[src/rtl/llh_pkg.sv]
// Shared types and constants for the login handshake controller.
// No dependencies; every other file in rtl/ imports this package.
`default_nettype none

package llh_pkg;

    // Field widths of the items, second counters and configuration indexes.
    localparam int unsigned CmdW  = 3;
    localparam int unsigned CodeW = 2;
    localparam int unsigned PktW  = 3;
    localparam int unsigned StW   = 3;
    localparam int unsigned SecW  = 8;
    localparam int unsigned CfgIdxW = 2;

    // Stream payload widths, rounded up to whole bytes.
    localparam int unsigned InDataW  = 8;
    localparam int unsigned OutDataW = 8;

    // Configuration register reset values.
    localparam logic [SecW-1:0] PingIntervalRst = 8'd5;
    localparam logic [SecW-1:0] RxTimeoutRst    = 8'd30;
    localparam logic [SecW-1:0] RetryDelayRst   = 8'd5;
    localparam logic [SecW-1:0] SecMax          = 8'd255;

    // Event codes carried in the slave-side tuser.
    typedef enum logic [CmdW-1:0] {
        CMD_POLL  = 3'd0,
        CMD_TOKEN = 3'd1,
        CMD_ACK   = 3'd2,
        CMD_NAK   = 3'd3,
        CMD_PONG  = 3'd4,
        CMD_CLOSE = 3'd5,
        CMD_VALID = 3'd6
    } cmd_t;

    // Result codes of an ack.
    localparam logic [CodeW-1:0] ACK_AUTH   = 2'd0;
    localparam logic [CodeW-1:0] ACK_CONFIG = 2'd1;
    localparam logic [CodeW-1:0] ACK_CLOSE  = 2'd2;

    // Result codes of a nak that are acted on.
    localparam logic [CodeW-1:0] NAK_HMAC     = 2'd0;
    localparam logic [CodeW-1:0] NAK_CLIENTID = 2'd1;

    // Configuration register indexes.
    localparam logic [CfgIdxW-1:0] CFG_PING_INTERVAL = 2'd0;
    localparam logic [CfgIdxW-1:0] CFG_RX_TIMEOUT    = 2'd1;
    localparam logic [CfgIdxW-1:0] CFG_RETRY_DELAY   = 2'd2;

    // Link states.
    typedef enum logic [StW-1:0] {
        ST_INIT        = 3'd0,
        ST_LOGIN_SENT  = 3'd1,
        ST_AUTH_SENT   = 3'd2,
        ST_CONFIG_SENT = 3'd3,
        ST_CONNECTED   = 3'd4,
        ST_CLOSED      = 3'd5
    } link_state_t;

    // Packets to send.
    typedef enum logic [PktW-1:0] {
        PKT_NONE   = 3'd0,
        PKT_LOGIN  = 3'd1,
        PKT_AUTH   = 3'd2,
        PKT_CONFIG = 3'd3,
        PKT_PING   = 3'd4,
        PKT_CLOSE  = 3'd5
    } pkt_t;

    // Configuration register bundle.
    typedef struct packed {
        logic [SecW-1:0] ping_interval;
        logic [SecW-1:0] rx_timeout;
        logic [SecW-1:0] retry_delay;
    } cfg_t;

    // Controller state bundle.
    typedef struct packed {
        link_state_t     conn_state;
        logic [SecW-1:0] secs_since_valid;
        logic [SecW-1:0] secs_since_sent;
        logic [SecW-1:0] retry_holdoff;
    } ctx_t;

    // One registered input item.
    typedef struct packed {
        logic [CmdW-1:0]  cmd;
        logic [CodeW-1:0] result_code;
        logic             second_tick;
    } item_t;

    // One result item.
    typedef struct packed {
        logic            ignored;
        logic            running;
        link_state_t     link_state;
        pkt_t            send_packet;
    } result_t;

    // Saturating increment of a second counter.
    function automatic logic [SecW-1:0] sat_inc(input logic [SecW-1:0] v);
        sat_inc = (v == SecMax) ? v : v + 1'b1;
    endfunction

endpackage

`default_nettype wire

[src/rtl/link_login_handshake_fsm_core.sv]
// Top level of the client-side login handshake controller.
// Depends on llh_pkg, llh_cfg and llh_step.
`default_nettype none

// Each event item yields exactly one result item. An item is first captured
// in an input register, then the event logic updates the link state and the
// second counters and loads the result register once that register is empty
// or being taken, so m_tvalid rises after the item has passed the input and
// result registers, and one item is taken every cycle while the result side
// keeps up. The combinational state update between them sets that rate.
// Configuration writes take effect on the next clock edge and are meant to be
// issued only while no item is in flight.
module link_login_handshake_fsm_core (
    input  wire logic                         clk,
    input  wire logic                         rst_n,
    // Event items.
    input  wire logic                         s_tvalid,
    output      logic                         s_tready,
    input  wire logic [llh_pkg::InDataW-1:0]  s_tdata,  // [1:0] result_code, [2] second_tick
    input  wire logic [llh_pkg::CmdW-1:0]     s_tuser,  // [2:0] cmd
    // Result items.
    output      logic                         m_tvalid,
    input  wire logic                         m_tready,
    output      logic [llh_pkg::OutDataW-1:0] m_tdata,  // [2:0] send_packet,
                                                        // [5:3] link_state,
                                                        // [6] running, [7] ignored
    // Configuration writes.
    input  wire logic                         cfg_we,
    input  wire logic [llh_pkg::CfgIdxW-1:0]  cfg_index,
    input  wire logic [llh_pkg::SecW-1:0]     cfg_data
);
    import llh_pkg::*;

    cfg_t    cfg;
    item_t   item_reg;
    logic    in_valid_reg;
    result_t res_reg;
    logic    out_valid_reg;
    ctx_t    ctx_reg;
    ctx_t    ctx_next;
    result_t res_next;
    logic    advance;
    logic    fire;

    llh_cfg u_cfg (
        .clk       (clk),
        .rst_n     (rst_n),
        .cfg_we    (cfg_we),
        .cfg_index (cfg_index),
        .cfg_data  (cfg_data),
        .cfg       (cfg)
    );

    llh_step u_step (
        .item     (item_reg),
        .ctx      (ctx_reg),
        .cfg      (cfg),
        .ctx_next (ctx_next),
        .result   (res_next)
    );

    // Pipeline flow: the result register frees up when empty or taken.
    assign advance  = !out_valid_reg || m_tready;
    assign fire     = in_valid_reg && advance;
    assign s_tready = !in_valid_reg || advance;

    // Input register.
    always_ff @(posedge clk or negedge rst_n)
    begin
        if (!rst_n)
        begin
            in_valid_reg <= 1'b0;
        end
        else if (s_tready)
        begin
            in_valid_reg <= s_tvalid;
        end
    end

    always_ff @(posedge clk)
    begin
        if (s_tready && s_tvalid)
        begin
            item_reg.cmd         <= s_tuser;
            item_reg.result_code <= s_tdata[CodeW-1:0];
            item_reg.second_tick <= s_tdata[CodeW];
        end
    end

    // Link state and second counters, updated once per processed item.
    always_ff @(posedge clk or negedge rst_n)
    begin
        if (!rst_n)
        begin
            ctx_reg.conn_state       <= ST_INIT;
            ctx_reg.secs_since_valid <= '0;
            ctx_reg.secs_since_sent  <= '0;
            ctx_reg.retry_holdoff    <= '0;
        end
        else if (fire)
        begin
            ctx_reg <= ctx_next;
        end
    end

    // Result register.
    always_ff @(posedge clk or negedge rst_n)
    begin
        if (!rst_n)
        begin
            out_valid_reg <= 1'b0;
        end
        else if (advance)
        begin
            out_valid_reg <= in_valid_reg;
        end
    end

    always_ff @(posedge clk)
    begin
        if (fire)
        begin
            res_reg <= res_next;
        end
    end

    assign m_tvalid = out_valid_reg;
    assign m_tdata  = res_reg;

    // Checks on the controller's own logic.
    a_running_matches_state: assert property (@(posedge clk) disable iff (!rst_n)
        m_tvalid |-> (m_tdata[6] == (m_tdata[5:3] != ST_CLOSED)))
        else $error("running flag disagrees with link state");

    a_ignored_sends_nothing: assert property (@(posedge clk) disable iff (!rst_n)
        (m_tvalid && m_tdata[7]) |-> (m_tdata[2:0] == PKT_NONE))
        else $error("ignored event produced a packet");

    a_closed_is_final: assert property (@(posedge clk) disable iff (!rst_n)
        (ctx_reg.conn_state == ST_CLOSED) |=> (ctx_reg.conn_state == ST_CLOSED))
        else $error("link left the closed state");

    a_stall_only_when_full: assert property (@(posedge clk) disable iff (!rst_n)
        !s_tready |-> (in_valid_reg && out_valid_reg && !m_tready))
        else $error("input stalled with room in the pipeline");

endmodule

`default_nettype wire

[src/rtl/llh_cfg.sv]
// Configuration registers of the login handshake controller.
// Depends on llh_pkg for widths, register indexes and reset values.
`default_nettype none

module llh_cfg (
    input  wire logic                   clk,
    input  wire logic                   rst_n,
    input  wire logic                   cfg_we,
    input  wire logic [llh_pkg::CfgIdxW-1:0] cfg_index,
    input  wire logic [llh_pkg::SecW-1:0]    cfg_data,
    output llh_pkg::cfg_t               cfg
);
    import llh_pkg::*;

    cfg_t cfg_reg;

    // Decode the register index; index 3 is not a register and is dropped.
    always_ff @(posedge clk or negedge rst_n)
    begin
        if (!rst_n)
        begin
            cfg_reg.ping_interval <= PingIntervalRst;
            cfg_reg.rx_timeout    <= RxTimeoutRst;
            cfg_reg.retry_delay   <= RetryDelayRst;
        end
        else if (cfg_we)
        begin
            unique case (cfg_index)
                CFG_PING_INTERVAL: cfg_reg.ping_interval <= cfg_data;
                CFG_RX_TIMEOUT:    cfg_reg.rx_timeout    <= cfg_data;
                CFG_RETRY_DELAY:   cfg_reg.retry_delay   <= cfg_data;
                default:           cfg_reg <= cfg_reg;
            endcase
        end
    end

    assign cfg = cfg_reg;

endmodule

`default_nettype wire

[src/rtl/llh_step.sv]
// Next-state and result logic for one event of the login handshake.
// Depends on llh_pkg; purely combinational, fed from the input register.
`default_nettype none

module llh_step (
    input  wire llh_pkg::item_t   item,
    input  wire llh_pkg::ctx_t    ctx,
    input  wire llh_pkg::cfg_t    cfg,
    output      llh_pkg::ctx_t    ctx_next,
    output      llh_pkg::result_t result
);
    import llh_pkg::*;

    logic       ign;
    pkt_t       send;
    ctx_t       nxt;
    logic [SecW-1:0] valid_t;
    logic [SecW-1:0] sent_t;
    logic [SecW-1:0] hold_t;

    // Counter values after a poll's one-second tick.
    always_comb
    begin
        valid_t = ctx.secs_since_valid;
        sent_t  = ctx.secs_since_sent;
        hold_t  = ctx.retry_holdoff;
        if (item.second_tick)
        begin
            valid_t = sat_inc(ctx.secs_since_valid);
            sent_t  = sat_inc(ctx.secs_since_sent);
            if (ctx.retry_holdoff != '0)
            begin
                hold_t = ctx.retry_holdoff - 1'b1;
            end
        end
    end

    // Event decode and state transitions.
    always_comb
    begin
        nxt  = ctx;
        send = PKT_NONE;
        ign  = 1'b0;
        unique case (cmd_t'(item.cmd))
            CMD_POLL:
            begin
                nxt.secs_since_valid = valid_t;
                nxt.secs_since_sent  = sent_t;
                nxt.retry_holdoff    = hold_t;
                unique case (ctx.conn_state)
                    ST_INIT:
                    begin
                        if (hold_t == '0)
                        begin
                            nxt.secs_since_valid = '0;
                            nxt.secs_since_sent  = '0;
                            nxt.conn_state       = ST_LOGIN_SENT;
                            send                 = PKT_LOGIN;
                        end
                    end
                    ST_CONNECTED:
                    begin
                        if (sent_t > cfg.ping_interval)
                        begin
                            nxt.secs_since_sent = '0;
                            send                = PKT_PING;
                        end
                    end
                    ST_CLOSED:
                    begin
                        nxt.conn_state = ST_CLOSED;
                    end
                    default:
                    begin
                        // Handshake states time out back to init.
                        if (valid_t > cfg.rx_timeout)
                        begin
                            nxt.conn_state = ST_INIT;
                        end
                    end
                endcase
            end
            CMD_TOKEN:
            begin
                if (ctx.conn_state == ST_LOGIN_SENT)
                begin
                    nxt.secs_since_valid = '0;
                    nxt.secs_since_sent  = '0;
                    nxt.conn_state       = ST_AUTH_SENT;
                    send                 = PKT_AUTH;
                end
                else
                begin
                    ign = 1'b1;
                end
            end
            CMD_ACK:
            begin
                if (ctx.conn_state == ST_AUTH_SENT && item.result_code == ACK_AUTH)
                begin
                    nxt.secs_since_valid = '0;
                    nxt.secs_since_sent  = '0;
                    nxt.conn_state       = ST_CONFIG_SENT;
                    send                 = PKT_CONFIG;
                end
                else if (ctx.conn_state == ST_CONFIG_SENT &&
                         item.result_code == ACK_CONFIG)
                begin
                    nxt.secs_since_valid = '0;
                    nxt.conn_state       = ST_CONNECTED;
                end
                else if (ctx.conn_state == ST_CONNECTED &&
                         item.result_code == ACK_CLOSE)
                begin
                    nxt.secs_since_valid = '0;
                    nxt.conn_state       = ST_CLOSED;
                end
                else
                begin
                    ign = 1'b1;
                end
            end
            CMD_NAK:
            begin
                if (ctx.conn_state == ST_AUTH_SENT &&
                    (item.result_code == NAK_HMAC || item.result_code == NAK_CLIENTID))
                begin
                    nxt.retry_holdoff = cfg.retry_delay;
                    nxt.conn_state    = ST_INIT;
                end
                else
                begin
                    ign = 1'b1;
                end
            end
            CMD_PONG:
            begin
                if (ctx.conn_state == ST_CONNECTED)
                begin
                    nxt.secs_since_valid = '0;
                end
                else
                begin
                    ign = 1'b1;
                end
            end
            CMD_CLOSE:
            begin
                nxt.secs_since_sent = '0;
                send                = PKT_CLOSE;
            end
            CMD_VALID:
            begin
                nxt.secs_since_valid = '0;
            end
            default:
            begin
                ign = 1'b1;
            end
        endcase
    end

    assign ctx_next           = nxt;
    assign result.send_packet = send;
    assign result.link_state  = nxt.conn_state;
    assign result.running     = (nxt.conn_state != ST_CLOSED);
    assign result.ignored     = ign;

endmodule

`default_nettype wire
[config.mk]
export PLATFORM = sky130hd
export DESIGN_NAME = link_login_handshake_fsm_core
export DESIGN_NICKNAME = d
export VERILOG_FILES = /design/src/rtl/llh_pkg.sv /design/src/rtl/link_login_handshake_fsm_core.sv /design/src/rtl/llh_cfg.sv /design/src/rtl/llh_step.sv
export SDC_FILE = /design/constraint.sdc
export NUM_CORES = 1
export LEC_CHECK = 0
export BUFFER_PORTS_ARGS = -buffer_cell sky130_fd_sc_hd__buf_2
export CAP_MARGIN = 10
export CORE_UTILIZATION = 65
export CTS_CLUSTER_DIAMETER = 120
export DETAILED_ROUTE_END_ITERATION = 16
export GPL_ROUTABILITY_DRIVEN = 1
export PLACE_DENSITY = 0.95
export SLEW_MARGIN = 20
export SYNTH_ARGS = -nofsm -noshare
export SYNTH_HDL_FRONTEND = slang
export SYNTH_SLANG_ARGS = --single-unit
[constraint.sdc]
create_clock -name clk -period 9.5 [get_ports clk]
set_input_delay 1.425 -clock clk [delete_from_list [all_inputs] [get_ports clk]]
set_output_delay 1.425 -clock clk [all_outputs]
set_load 0.02 [all_outputs]
==> metrics.cfg <==
[status]
outcome = completed

[clock_tree]
cts_tree = done
clk_latency_ns = 0.36
cts_hold_buffers = 0
cts_sinks = 67
clkSlewWorstSetupHoldPaths_ns = 0.08
cts_buffers = 9
htreeDepth = 3
clock_path_buffers = 2
cts-root-buf = clkbuf_8
post_cts_buffers = 0
post_cts_resized = 0

[drt]
wl_met1_mm = 3.91
wl_met2_mm = 4.91
drt_iter0_drc = 439
num_vias = 3602
drt_first_pass_iters = 5
vias_per_cell = 6.94
ant_nets = 0
wl_met3_um = 792
wire_per_inst_um = 19.4
top_layer = met4
drc = 0
wl_mm = 10.1

[yosys]
avgSynthCellArea_um2 = 9.85
netlist_area_um2 = 4060
ys.flop_type = dfrtp_1
seq_area_frac_synth_pct = 43.3
ys_seq_elements = 67
synth_edf_count = 14
synthDistinctLibCells = 59
syn_inst = 412
synth_nets = 457
yosys_warnings = 0
synthArstFlopShare_pct = 79.1

[finish]
n_antenna_cell = 0
drive_gt1_share_pct = 19.1
layout.nets = 484
fillers = 368
area_growth_pct = 10.4
largest_reg_flops = 27

[critical_path]
cp_common_cell = a21oi_1
crit_chain = o21ai_0 > or3_1 > xnor2_1 > ha_1 > a21oi_1 > nor2_1 > a211oi_1 > a21oi_1 > a311oi_4 > a22o_1
crit_slowest_cell = edfxtp_1
worstPathRequired_ns = 9.79
path_class = reg2reg
crit_fanout = 16
arrival_ns = 3.82
slowest_delay_ns = 0.78
end_kind = flop
start_kind = flop

[sta]
fin_setup_tns_ns = 0
finalCritPeriodShare_pct = 37.2
hold_violations = 0
max_freq_mhz = 283
tightest_slew_ns = 0.873
finalMaxSlewViolations = 0
finalSetupViolations = 0
relSlewSlack_pct = 41.5
layout_min_cycle_time_ns = 3.54
rsz0062_at_grt = no
fin_skew_ns = 0.0119

[global_route]
grt_start_max_net_pins = 54
grt_pass1_vias = 3390
grt_pass1_wl_mm = 15.9
track_usage_pct = 32.7
antenna_found_initial = 0
gr-total-overflow = 0

[floorplanning]
die_area_um2 = 6570
die_w_um = 81.0
ios = 36
rows = 28
fp.dieH_um = 81.0
start_util_pct = 68.2
core_um2 = 5960

[pwr]
power_mw = 1.02
powerDensity_nw_per_um2 = 228
p_leak_nw = 1.84
ir_drop_mv = 0.145

[place]
port_buffers = 30
gp_congestion = 0.933
dp_hpwl_mm = 7.02

[run]
maxCapViolCount = 0

[worst_hold_path]
hold_class = reg2reg

==> cell type report <==
class / count / area [um2] / share of cell area [%]
clock buffers: 10 / 149 / 3.32
clock inverters: 6 / 92.6 / 2.06
inverters: 24 / 90.1 / 2.01
multi-input cells: 305 / 2140 / 47.7
flip-flops and latches: 67 / 1760 / 39.2
well taps: 75 / 93.8 / 2.09
repair buffers: 32 / 165 / 3.68
==> Yosys cell counts, drive strengths merged, types with 3 or more instances <==
| cell | count | share of area, % |
|---|---|---|
| a22o | 9 | 1.9 |
| nand2b | 4 | 0.62 |
| o31ai | 3 | 0.55 |
| dfrtp | 45 | 28 |
| nor2b | 4 | 0.62 |
| nor4 | 4 | 0.62 |
| a211oi | 3 | 0.55 |
| nand4 | 14 | 2.2 |
| or3 | 8 | 1.3 |
| inv | 23 | 2.1 |
| clkbuf | 13 | 1.2 |
| nor4b | 4 | 1.2 |
| o22ai | 3 | 0.46 |
| nand3 | 11 | 1.7 |
| nand3b | 5 | 0.92 |
| edfxtp | 14 | 10 |
| o211ai | 3 | 0.55 |
| o21a | 6 | 1.1 |
| a21oi | 20 | 2.5 |
| and2 | 4 | 0.62 |
| nor3 | 14 | 1.7 |
| nor2 | 32 | 3.0 |
| o21ai | 33 | 4.1 |
| dfstp | 8 | 5.2 |
| ha | 19 | 5.9 |
| a32o | 7 | 1.7 |
| nor3b | 5 | 0.92 |
| buf | 3 | 0.68 |
| xnor2 | 10 | 2.2 |
| nand2 | 30 | 2.8 |
| mux2 | 20 | 5.6 |
==> where the power goes <==
| part | internal, mW | total [mW] | switching (mW) |
|---|---|---|---|
| Clock | 0.166 | 0.288 | 0.122 |
| Sequential | 0.350 | 0.418 | 0.0685 |
| Combinational | 0.129 | 0.316 | 0.187 |
| Total | 0.645 | 1.02 | 0.377 |
==> through the flow <==
stage	cell area (um2)	hold WS [ns]	std cells	utilization, %	setup slack [ns]
after floorplan	4060	0.457	412	-	6.37
after global placement	4240	0.475	503	71.2	6.21
after detailed placement	4240	0.500	503	71.2	6.09
after CTS	4480	0.510	519	75.3	6.04
after global routing	4480	0.531	519	75.3	5.83
final	4480	0.502	519	75.3	5.96
==> logic make-up after synthesis <==
| group | share of synthesized area [%] |
|---|---|
| compound gates | 18.9 |
| xor+xnor | 2.16 |
| fa+ha+maj | 5.86 |
| buf+inv | 4.10 |
| flops | 43.3 |
| mux | 5.64 |
| simple gates | 20.1 |
==> placed cells by master, fill, tap and decap left out, types with 8 or more instances in the layout <==
cell,n
o21ai_0,32
xnor2_1,10
nand3_1,10
buf_2,30
ha_1,19
edfxtp_1,14
clkbuf_8,9
a22o_1,9
nor2_1,32
a21oi_1,20
mux2_2,19
nand4_1,14
inv_1,23
dfrtp_1,45
dfstp_2,8
nor3_1,14
nand2_1,30
==> routing by layer <==
metal,global-route usage (%),vias to the layer above
met5,0,-
met4,17.1,0
met3,6.52,53
met2,55.2,228
met1,39.3,1720
li1,-,1601
==> path summary, 6_finish.rpt <==
kind,start,endpoint,slack [ns],cells past startpoint
min in group asynchronous,rst_n,u_cfg.cfg[13],1.18,2
worst min register to register,in_valid_reg,m_tvalid,0.50,1
max in group asynchronous,rst_n,ctx_reg[1],7.88,2
worst min-delay path,in_valid_reg,m_tvalid,0.50,1
worst max-delay path,item_reg[0],ctx_reg[10],5.96,10
worst max register to register,item_reg[0],ctx_reg[10],5.96,10
==> critical path: cells and delay by family, from the launching register on <==
family	cells	cell delay, ns
AO/OA/AOI/OAI	6	1.69
XOR/XNOR	1	0.20
adder cells (fa/ha/maj)	1	0.28
flip-flops	1	0.78
AND/OR/NAND/NOR	2	0.51
Power figures use the tool's default switching activity.
